<file path="src/hw/rtl/dshot_if.sv">
// ----------------------------------------------------------------------------
// DShot stream interface
// Valid/ready channel carrying one payload per transaction.
// ----------------------------------------------------------------------------
interface dshot_if #(
    parameter type T = logic
);
    logic valid;
    logic ready;
    T     data;

    modport source (output valid, output data, input ready);
    modport sink   (input valid, input data, output ready);
endinterface

</file>
<file path="src/hw/rtl/dshot_skid.sv">
// ----------------------------------------------------------------------------
// DShot result skid buffer
// Output register plus one skid entry, so upstream keeps going for one
// transaction after the receiver stalls.
// ----------------------------------------------------------------------------
module dshot_skid #(
    parameter type T = logic
) (
    input  logic   i_clk,
    input  logic   i_rst_n,
    input  logic   i_valid,
    output logic   o_ready,
    input  T       i_data,
    dshot_if.source o_res
);

    logic r_out_valid, n_out_valid;
    logic r_skid_valid, n_skid_valid;
    T     r_out_data, n_out_data;
    T     r_skid_data, n_skid_data;
    logic in_accept;

    assign o_ready   = !r_skid_valid;
    assign in_accept = i_valid && !r_skid_valid;

    // Output slot refills from the skid entry first, then from the input
    always_comb begin
        n_out_valid  = r_out_valid;
        n_out_data   = r_out_data;
        n_skid_valid = r_skid_valid;
        n_skid_data  = r_skid_data;
        if (!r_out_valid || o_res.ready) begin
            n_out_valid  = r_skid_valid || in_accept;
            n_out_data   = r_skid_valid ? r_skid_data : i_data;
            n_skid_valid = 1'b0;
        end else if (in_accept) begin
            n_skid_valid = 1'b1;
            n_skid_data  = i_data;
        end
    end

    always_ff @(posedge i_clk) begin
        if (!i_rst_n) begin
            r_out_valid  <= 1'b0;
            r_skid_valid <= 1'b0;
        end else begin
            r_out_valid  <= n_out_valid;
            r_skid_valid <= n_skid_valid;
        end
        r_out_data  <= n_out_data;
        r_skid_data <= n_skid_data;
    end

    assign o_res.valid = r_out_valid;
    assign o_res.data  = r_out_data;

    // Skid entry only fills behind a stalled output
    a_skid_behind_out: assert property (@(posedge i_clk) disable iff (!i_rst_n)
        r_skid_valid |-> r_out_valid)
        else $error("skid entry held without output entry");

endmodule

</file>
<file path="src/flat_wrapper.sv">
// flat-port wrapper written by rule: the top's interface ports become plain ports
module dshot_skid_flat 
#(
    parameter type T = logic
)
  (i_clk, i_rst_n, i_valid, o_ready, i_data, o_res_valid, o_res_data, o_res_ready);
  dshot_if #(.T(T)) o_res_i ();
  input  logic i_clk;
  input  logic i_rst_n;
  input  logic i_valid;
  output logic o_ready;
  input  T i_data;
  output wire logic [$bits(o_res_i.valid)-1:0] o_res_valid;
  output wire logic [$bits(o_res_i.data)-1:0] o_res_data;
  input wire logic [$bits(o_res_i.ready)-1:0] o_res_ready;
  assign o_res_valid = o_res_i.valid;
  assign o_res_data = o_res_i.data;
  assign o_res_i.ready = o_res_ready;
  dshot_skid #(.T(T)) u_core (.i_clk(i_clk), .i_rst_n(i_rst_n), .i_valid(i_valid), .o_ready(o_ready), .i_data(i_data), .o_res(o_res_i));
endmodule
</file>
<file path="config.mk">
export PLATFORM = sky130hd
export DESIGN_NAME = dshot_skid_flat
export DESIGN_NICKNAME = d
export VERILOG_FILES = /design/src/hw/rtl/dshot_if.sv /design/src/hw/rtl/dshot_skid.sv /design/src/flat_wrapper.sv
export SDC_FILE = /design/constraint.sdc
export NUM_CORES = 1
export LEC_CHECK = 0
export ABC_CLOCK_PERIOD_IN_PS = 2500
export BUFFER_PORTS_ARGS = -buffer_cell sky130_fd_sc_hd__buf_2
export CORE_AREA = 5 5 42 44
export CTS_CLUSTER_DIAMETER = 60
export DETAILED_ROUTE_END_ITERATION = 8
export DIE_AREA = 0 0 47 49
export GPL_TIMING_DRIVEN = 0
export PLACE_DENSITY = 0.4
export SLEW_MARGIN = 10
export SYNTH_ARGS = -nofsm -noshare
export SYNTH_HDL_FRONTEND = slang
export SYNTH_SLANG_ARGS = --single-unit
</file>
<file path="constraint.sdc">
create_clock -name i_clk -period 2.5 [get_ports i_clk]
set_input_delay 0.125 -clock i_clk [delete_from_list [all_inputs] [get_ports i_clk]]
set_output_delay 0.125 -clock i_clk [all_outputs]
set_load 0.05 [all_outputs]
</file>
==> results of run 1 <==
state kept, by name, summed over array words and instances (netlist names):
| signal | cells |
|---|---|
| u_core.r_skid_valid | 1 |
| u_core.o_res.valid | 1 |
| u_core.r_skid_data | 1 |
| u_core.o_res.data | 1 |
metrics by stage:
stage	setup WS [ps]	hold slack, ps	cell area [µm²]	utilization [%]
after floorplan	1246	223.9	165.2	-
after global placement	1543	321.4	220.2	15.71
after detailed placement	1521	319.4	220.2	15.71
after CTS	1475	69.16	246.5	17.59
after global routing	1432	66.27	246.5	17.59
final	1482	74.24	246.5	17.59
worst paths after layout:
kind              depth (start not counted)                                to
setup / recovery                          1                       o_res_valid
hold reg to reg                           2  u_core.r_skid_valid$_SDFFE_PP0P_
setup reg to reg                          1       u_core.o_res.data$_DFFE_PP_
hold / removal                            1      u_core.r_skid_data$_DFFE_PP_
area by class of cell:
type,instances,share of cell area (%)
Inverter,1,1.523
Tap cell,16,8.122
Timing Repair Buffer,7,14.21
Multi-Input combinational cell,6,24.87
Sequential cell,4,40.61
Clock buffer,4,10.66
logic make-up after synthesis:
kind of cell,Yosys count,synth area share [%]
AOI/OAI and AO/OA,1,4.547
DFF,4,60.61
and+or+nand+nor,4,25.75
muxes,1,6.818
buffers and inverters,1,2.271
cells in the mapped netlist (all sizes together):
cell type / instances
a21boi: 1
dfxtp: 2
edfxtp: 2
inv: 1
mux2: 1
nand2b: 1
nor2: 1
nor3b: 2
routing by layer:
metal  routed length (µm)  part of all wire (%)  vias up  GRT usage [%]
li1                     -                     -       60              -
met1                  162                    46       57          4.204
met2                  121                    35       10          4.299
met3                   57                    16        2          6.273
met4                    8                   2.3        0          5.530
met5                    0                     0        -              0
where the power goes:
group / switching (mW) / internal, mW / leakage (nW)
Sequential: 0.00204 / 0.0726 / 0.0359
Clock: 0.0304 / 0.0601 / 0.0150
Combinational: 0.0144 / 0.00778 / 0.0491
==> results.md, run 1 <==
* Class of the worst hold path: primary input to flop
* DR vias at 129
* Post-CTS Resized at 0
* Crit path DAT at around 890 ps
* Clk_lat worst skew at between 200 and 250 ps
* Final min period at between 1000 and 1500 ps
* Yosys reg bits at 4
* RSZ-0062 raised after global routing: no
* Antenna violations before repair at 0
* Post-Syn Instances at 11
* Std cell rows at 14
* Layout fillers at ~160
* Largest net degree at the start of global routing at 5
* Outcome: completed
* IO Port Bufs at 7
* Gr ovfl total at 0
* Post-Place Cells at 34
* Die W at approximately 47 µm
* CTS Buf Count at 3
* Global Route Usage Sum at under 10%
* Max Slew Vio Count at 0
* IO Pins at 8
* Power density over cell area at 760.0 mW/mm²
* Initial DRC Count at 1
* Clock root cell: clkbuf_4
* Worst Path Max Fanout at 2
* Max Freq at just under 1 GHz
* Number of buffers and inverters on the critical path at 1
* Total of max-cap violations at 0
* Clk sinks at 4
* CTS tree: done
* Drt total wl at roughly 350 µm
* Setup TNS Final at 0 ps
* Vias in the first global route at 150
* CTS H-tree depth at 1
* Worst-path cell chain: buf_2
* Most common cell after layout, fill and taps aside: buf_2
* Ranking of synthesized cells by area: edfxtp_1, dfxtp_1, nor3b_2, nand2b_4, mux2_1
* Clock skew at 10.92 ps
* CP max stage cell: dfxtp_1
* Final ANT Viol Nets at 0
* Synth area leader: edfxtp_1
* Ratio of cells with drive above 1 in the final layout at 59.09%
* Routability Congestion at approximately 0.62
* FF/Latch Area at ~100 µm²
* Reg2reg start: u_core.r_skid_valid$_SDFFE_PP0P_
* Syn_nets at 16
* Critical path's top delay family: flip-flops
* Leakage Power at 0.1000 nW
* Number of hold violations in the final report at 0
* Die height at 49 µm
* DRC viols at 0
* Worst Path Required at between 2000 and 2500 ps
* Slew @ Worst Pin at roughly 250 ps
* Hold_buf cts at 0
* Worst Setup SP: u_core.o_res.valid$_SDFFE_PN0P_
* Final period utilization at about two fifths
* Area occupied by multi-input gates at around 61 µm²
* Wirelength per Cell at between 9 and 10 µm
* Most frequent cells in the layout: buf_2, clkbuf_4, nor3b_2, edfxtp_1, dfxtp_1
* Detailed-router iteration count before antenna repair at 2
* Synth cell types at 8
* Clock Pin Slew Worst Setup and Hold Paths at 50 ps
* Max VDD drop at between 0.2 and 0.3 mV
* Synth warnings at 0
* Die footprint at around 0.0023 mm²
* Post-route insts no fill at 38
* Final net count at 28
* Starting utilization of the core area at a little under an eighth
* Post-CTS setup buffer count at 0
* Area grow syn2layout at 49.24%
* Flop2flop setup slack at 1540 ps
* First-pass GRT wire length at between 600 and 700 µm
* Core Region at between 0.001 and 0.0015 mm²
* Max Root-Sink Buffers at 2
* ANT cells at 0
* Post-synthesis cell area at about 170 µm²
* Max-slew headroom at between 80% and 90%
* Critical path's largest stage delay at about 370 ps
* # setup viols final at 0
* Critical Path End Type: output pin
* Final Power at between 0.15 and 0.2 mW
* WS Path Type: flop to output pin
* Avg Vias per Cell at between 3 and 4
* Synthesized area per cell at 15.01 µm²
* Startpoint Class: flop
* Post-synth top area share at between 30% and 40%
* Worst hold start: i_data
* Post-synthesis sequential area ratio at between 60 and 70%
Power figures use the tool's default switching activity.
==> run 2: changes to the inputs <==
ABC_CLOCK_PERIOD_IN_PS = 800   (was 2500)
PLACE_DENSITY = 0.41   (was 0.4)
clock period = 0.8 ns   (was 2.5 ns; I/O delays follow)
==> run 2 against run 1 <==
Against the previous run:
- the flow now finishes with violations (setup timing)
- power increased to 3.2 times the previous value
- clock skew decreased by 4.2 ps
- clock power increased to 3.1 times the previous value
- register-to-register slack got worse by 1600 ps
- first-iteration DRC count increased to 4.0 times the previous value
- global-route usage increased by 0.35 points
- critical path depth unchanged
- setup slack got worse by 1600 ps
- critical path type is now flop to flop
==> results.md, run 2 (synthesis results as in run 1) <==
* Power density over cell area at 2041 mW/mm² (+170%)
* Area grow syn2layout at 78.03%
* Slew @ Worst Pin at 175.2 ps (-78.04 ps)
* Area occupied by multi-input gates at 65.06 µm² (+6.1%)
* DR vias at 133 (+3.1%)
* CTS H-tree depth at 1 (unchanged)
* Starting utilization of the core area at 11.79% (unchanged)
* Ratio of cells with drive above 1 in the final layout at 70.83% (+12 points)
* DRC viols at 0 (unchanged)
* Most common cell after layout, fill and taps aside: buf_2
* Clk_lat worst skew at 240 ps (about the same)
* Final min period at 896.1 ps
* Dpl cell area at 229.0 µm² (+4.0%)
* IO Port Bufs at 7 (unchanged)
* Max Slew Vio Count at 0 (unchanged)
* R2R depth at 1 (unchanged)
* Max Freq at approximately 1.1 GHz
* Clock root cell: clkbuf_4
* Fin worst setup slack at -96.07 ps (-1578 ps)
* Worst hold start: i_rst_n
* Max VDD drop at 0.5045 mV (+86%)
* Setup TNS Final at -262.4 ps (-262.4 ps)
* Initial DRC Count at 4 (+3)
* Wirelength per Cell at 9.925 µm (+7.8%)
* Die height at 49 µm (unchanged)
* WS Path Type: flop to flop
* Worst Path Max Fanout at 4 (+2)
* Max-slew headroom at 88.27% (+5.0 points)
* Pre-CTS setup slack at -108.2 ps (-1629 ps)
* Final ANT Viol Nets at 0 (unchanged)
* Largest net degree at the start of global routing at 5 (unchanged)
* Gr ovfl total at 0 (unchanged)
* CTS tree: done
* Global Route Usage Sum at 5.081% (+0.35 points)
* Detailed-router iteration count before antenna repair at 3 (+1)
* Flop2flop setup slack at -100 ps (-1640 ps)
* Failing checks: setup timing
* Clk sinks at 4 (unchanged)
* Layout fillers at 164 (unchanged)
* Outcome: finished, violations left
* ANT cells at 0 (unchanged)
* RSZ-0062 raised after global routing: yes
* Std cell rows at 14 (unchanged)
* Critical Path End Type: flop
* Fin util at 20.98% (+3.4 points)
* Worst hold endpoint: u_core.o_res.valid$_SDFFE_PN0P_
* Antenna violations before repair at 0 (unchanged)
* Worst-path cell chain: mux2_4
* Drt total wl at 397 µm (+13%)
* Hold-critical path depth at 2 (+1)
* Most frequent cells in the layout: buf_2, clkbuf_4, buf_6
* Critical path's top delay family: flip-flops
* CTS Buf Count at 3 (unchanged)
* Number of buffers and inverters on the critical path at 0 (-1)
* Clock skew at 6.771 ps (-4.152 ps)
* Worst Path Required at 790 ps (-1590 ps)
* FF/Latch Area at 107.6 µm² (+7.5%)
* IO Pins at 8 (unchanged)
* Final period utilization at 112.0%
* CP max stage cell: dfxtp_4
* Leakage Power at 0.1200 nW (+20%)
* Class of the worst hold path: primary input to flop
* Die W at 47 µm (unchanged)
* Crit path DAT at 880 ps (about the same)
* Total of max-cap violations at 0 (unchanged)
* Die footprint at 0.002303 mm² (unchanged)
* Clock Pin Slew Worst Setup and Hold Paths at 40 ps (about the same)
* Vias in the first global route at 167 (+11%)
* Critical path's largest stage delay at 360 ps (about the same)
* Reg2reg start: u_core.r_skid_valid$_SDFFE_PP0P_
* Final net count at 30 (+7.1%)
* First-pass GRT wire length at 724 µm (+12%)
* Max Root-Sink Buffers at 2 (unchanged)
* Core Region at 0.001401 mm² (unchanged)
* Routability Congestion at 0.7132 (+15%)
* Design Area, Final at 294.0 µm² (+19%)
* Worst Setup SP: u_core.r_skid_valid$_SDFFE_PP0P_
* # setup viols final at 5 (+5)
* Avg Vias per Cell at 3.325 (-2.1%)
* Startpoint Class: flop
* Final Power at 0.6002 mW (+220%)
* Number of hold violations in the final report at 0 (unchanged)
* RR Endpoint: u_core.o_res.data$_DFFE_PP_
[run 2: power by group]
group	leakage [nW]	switching [mW]	internal [mW]	total (mW)
Sequential	0.0372	0.00820	0.224	0.232
Combinational	0.0678	0.0478	0.0429	0.0907
Clock	0.0150	0.0900	0.188	0.278
Total	0.120	0.146	0.454	0.600
[run 2: worst max-delay path by stage]
stage / endpoint / slack [ps] / cells past startpoint
after floorplan: u_core.r_skid_data$_DFFE_PP_ / -170 / 2
final: u_core.o_res.data$_DFFE_PP_ / -100 / 1
after global placement: u_core.o_res.data$_DFFE_PP_ / -100 / 1
after global routing: u_core.o_res.data$_DFFE_PP_ / -120 / 1
after detailed placement: u_core.o_res.data$_DFFE_PP_ / -110 / 1
after CTS: u_core.r_skid_data$_DFFE_PP_ / -100 / 2
[run 2: cell type report]
class                      count  area share [%]
tap                           16           6.809
clock buffer                   4           8.936
multi-input combinational      6           22.13
sequential                     4           36.60
timing repair buffer           9           24.26
inverter                       1           1.277
[run 2: timing repair]
item,4_1_cts,5_1_grt
gates resized for setup,6,1
setup buffers,1,0
setup endpoints to repair,5,7
hold endpoints to repair,1,0
pin swaps,1,1
hold buffers,1,0
[run 2: metrics by stage]
step | cells | hold slack [ps]
after detailed placement | 34 | 240.1
after global placement | 34 | 238.0
after global routing | 40 | 54.28
final | 40 | 62.82
after CTS | 40 | 55.53
after floorplan | 11 | 138.9
[run 2: layer usage]
| layer | vias up | part of all wire [%] | track usage (%) |
|---|---|---|---|
| met1 | 61 | 43 | 5.088 |
| met5 | - | 0 | 0 |
| li1 | 64 | - | - |
| met3 | 0 | 14 | 4.059 |
| met2 | 8 | 43 | 5.204 |
| met4 | 0 | 0 | 6.912 |
==> run 3: changes to the inputs <==
ABC_AREA = 1   (was not set)
PLACE_DENSITY = 0.4   (was 0.41)
==> run 3 against run 2 <==
Against the previous run:
- the flow still finishes with violations (setup timing)
- sequential power hardly changed
- design area decreased by 0.85%
- global-route usage shrank 0.99 points
- clock skew fell by 3.8 ps
- wire length decreased by 15%
- sequential share of layout area increased by 0.31 points
- combinational power grew 4.2%
- critical endpoint is now u_core.r_skid_data$_DFFE_PP_
- count of clock-buffer cells in the layout decreased by 1
==> results.md, run 3 <==
* Outcome: finished, violations left
* Failing checks: setup timing
* Total of max-cap violations at 0 (unchanged)
* Reg2reg start: u_core.r_skid_valid$_SDFFE_PP0P_
* RSZ-0062 raised after global routing: yes
* Commonest cells post-synth: nand2_1, nor2_1, dfxtp_1, edfxtp_1
* Max VDD drop at 0.4260 mV (-16%)
* Avg Vias per Cell at 3.250 (-2.3%)
* CTS Buf Count at 3 (unchanged)
* Ratio of cells with drive above 1 in the final layout at 57.14% (-14 points)
* Post-synthesis sequential area ratio at 66.12% (+5.5 points)
* Leakage Power at 0.1319 nW (+9.9%)
* Critical path's largest stage delay at 350 ps (about the same)
* Critical path's top delay family: flip-flops
* Vias in the first global route at 179 (+7.2%)
* Gr ovfl total at 0 (unchanged)
* Post-synthesis cell area at 151.4 µm² (-8.3%)
* DRC viols at 0 (unchanged)
* Clock Pin Slew Worst Setup and Hold Paths at 40 ps (about the same)
* Sw frac at 24.39% (+0.067 points)
* Int Pwr at 0.4319 mW (-4.9%)
* Slew @ Worst Pin at 96.47 ps (-78.77 ps)
* CTS tree: done
* Routability Congestion at 0.6698 (-6.1%)
* Max Slew Vio Count at 0 (unchanged)
* Synth cell types at 8 (unchanged)
* Number of hold violations in the final report at 0 (unchanged)
* Most frequent cells in the layout: nand2_1, clkbuf_4, buf_2
* Wirelength per Cell at 7.636 µm (-23%)
* Most common cell after layout, fill and taps aside: nand2_1
* Initial DRC Count at 0 (-4)
* Power share of the clock group at 42.4% (-3.9 points)
* Layout fillers at 164 (unchanged)
* Ranking of synthesized cells by area: edfxtp_1, dfxtp_1, nand2_1, nor2_1, nand3_1
* Critical Path End Type: flop
* Power density over cell area at 1960 mW/mm² (-4.0%)
* FF/Latch Area at 107.6 µm² (unchanged)
* Adder-Cell Fraction of Synth Area at 0% (unchanged)
* Class of the worst hold path: primary input to flop
* Post-synth top area share at 39.67% (+3.3 points)
* Max Freq at 1.214 GHz (+8.8%)
* Mux contribution to synthesized area at 0% (-6.8 points)
* Clock skew at 2.956 ps (-3.815 ps)
* Synth warnings at 0 (unchanged)
* CTS H-tree depth at 1 (unchanged)
* Final net count at 35 (+17%)
* Number of synthesized flops with an enable pin at 2 (unchanged)
* Die footprint at 0.002303 mm² (unchanged)
* Core Region at 0.001401 mm² (unchanged)
* Post-synthesis xor/xnor area fraction at 0% (unchanged)
* Worst-path cell chain: inv_8, nand2_2, nor2_2
* Std cell rows at 14 (unchanged)
* Area grow syn2layout at 92.56%
* Worst Path Max Fanout at 3 (-1)
* Clock root cell: clkbuf_4
* Detailed-router iteration count before antenna repair at 1 (-2)
* Area occupied by multi-input gates at 51.30 µm² (-21%)
* Global Route Usage Sum at 4.093% (-0.99 points)
* Die W at 47 µm (unchanged)
* Comb pwr share at 16.5% (+1.4 points)
* Final ANT Viol Nets at 0 (unchanged)
* Max Root-Sink Buffers at 2 (unchanged)
* Starting utilization of the core area at 10.80% (-0.98 points)
* Worst hold start: i_rst_n
* Post-Syn Instances at 17 (+6)
* Worst Setup SP: u_core.r_skid_valid$_SDFFE_PP0P_
* Final HPWL DP at around 270 µm
* Fin worst setup slack at -23.94 ps (+72.14 ps)
* Ys async rst share at 0% (unchanged)
* DR vias at 143 (+7.5%)
* Yosys reg bits at 4 (unchanged)
* Die height at 49 µm (unchanged)
* Pre-CTS setup slack at -49.99 ps (+58.17 ps)
* Max-slew headroom at 93.53% (+5.3 points)
* Final period utilization at 103.0% (-9.0 points)
* IO Pins at 8 (unchanged)
* WS Path Type: flop to flop
* Compound-Gate Fraction of Synth Area at 3.306% (-1.2 points)
* # setup viols final at 3 (-2)
* Main combinational cell family by area after synthesis: simple AND/OR/NAND/NOR gates
* Startpoint Class: flop
* Clk sinks at 4 (unchanged)
* Psw at 0.1393 mW (-4.6%)
* Most frequent cell after synthesis: nand2_1
* Largest net degree at the start of global routing at 4 (-1)
* ANT cells at 0 (unchanged)
* Final min period at 823.9 ps (-72.14 ps)
* Ys flop type: edfxtp_1
* Synth area leader: edfxtp_1
* Reg power frac at 41.1% (+2.5 points)
* Number of buffers and inverters on the critical path at 1 (+1)
* IO Port Bufs at 7 (unchanged)
* Syn_nets at 22 (+6)
* First-pass GRT wire length at 607 µm (-16%)
* Synthesized area per cell at 8.906 µm² (-41%)
* Simple-gate area share of the yosys netlist at 25.62% (-0.14 points)
* Crit path DAT at 760 ps (-120 ps)
* Worst Path Required at 740 ps (-50 ps)
* Post-route insts no fill at 44 (+10%)
* Antenna violations before repair at 0 (unchanged)
* Post-Place Cells at 40 (+18%)
* Drt total wl at 336 µm (-15%)
* CP max stage cell: dfxtp_4
* Clk_lat worst skew at 230 ps (about the same)
run 3: cell types whose count changed after synthesis, sizes merged:
cell	change
o21ai	+1
nand2	+6
mux2	-1
nor3b	-2
nand3	+1
nand2b	-1
nor2	+2
inv	+1
a21boi	-1
run 3: area by class of cell:
type                       instances  area share [%]
clock buffer                       3           7.725
inverter                           2           5.150
multi-input combinational         11           17.60
sequential                         4           36.91
tap                               16           6.867
timing repair buffer               8           25.75
run 3: final timing paths:
check	end	slack, ps	depth (start not counted)
max	u_core.r_skid_data$_DFFE_PP_	-20	3
min reg2reg	u_core.o_res.data$_DFFE_PP_	510	2
min	u_core.o_res.valid$_SDFFE_PN0P_	30	3
max reg2reg	u_core.r_skid_data$_DFFE_PP_	-20	3
run 3: metrics by stage:
step	hold WS (ps)	power (mW)	instance area, µm²	TNS (ps)	utilization [%]
2_1_floorplan	138.9	0.2876	171.4	-84.18	-
3_3_place_gp	238.0	0.3108	226.5	-33.33	16.16
3_5_place_dp	241.7	0.3118	226.5	-49.99	16.16
4_1_cts	16.91	0.5939	291.5	-79.00	20.80
5_1_grt	52.49	0.6082	291.5	-156.3	20.80
6_report	28.23	0.5713	291.5	-46.21	20.80
run 3: logic make-up after synthesis:
| family | Yosys count |
|---|---|
| compound gates | 1 |
| buf+inv | 2 |
| flops | 4 |
| simple gates | 10 |
run 3: power by group through the flow:
stage	combinational, mW	sequential (mW)	clock (mW)
6_report	0.0945	0.235	0.242
5_1_grt	0.100	0.236	0.271
3_5_place_dp	0.0756	0.236	0
2_1_floorplan	0.0214	0.266	0
3_3_place_gp	0.0751	0.236	0
4_1_cts	0.0959	0.235	0.263
run 3: worst reg2reg max path, stage by stage (launching register included):
cell and delay [ps]:
dfxtp_4 350, inv_8 60, nand2_2 40, nor2_2 80
run 3: what timing repair did:
| action | 4_1_cts | 5_1_grt |
|---|---|---|
| endpoints found under the setup margin | 4 | 6 |
| pin swaps | 1 | 0 |
| hold buffers | 1 | 0 |
| resized for setup | 8 | 1 |
| buffers inserted | 1 | 0 |
| endpoints found under the hold margin | 1 | 0 |
run 3: layer usage:
layer	part of all wire, %	routed length [µm]	vias to the layer above	global-route usage [%]
met5	0	0	-	0
met2	44	148	8	4.977
met3	13	42	0	3.690
met4	0	0	0	4.147
li1	-	-	77	-
met1	43	145	58	3.761
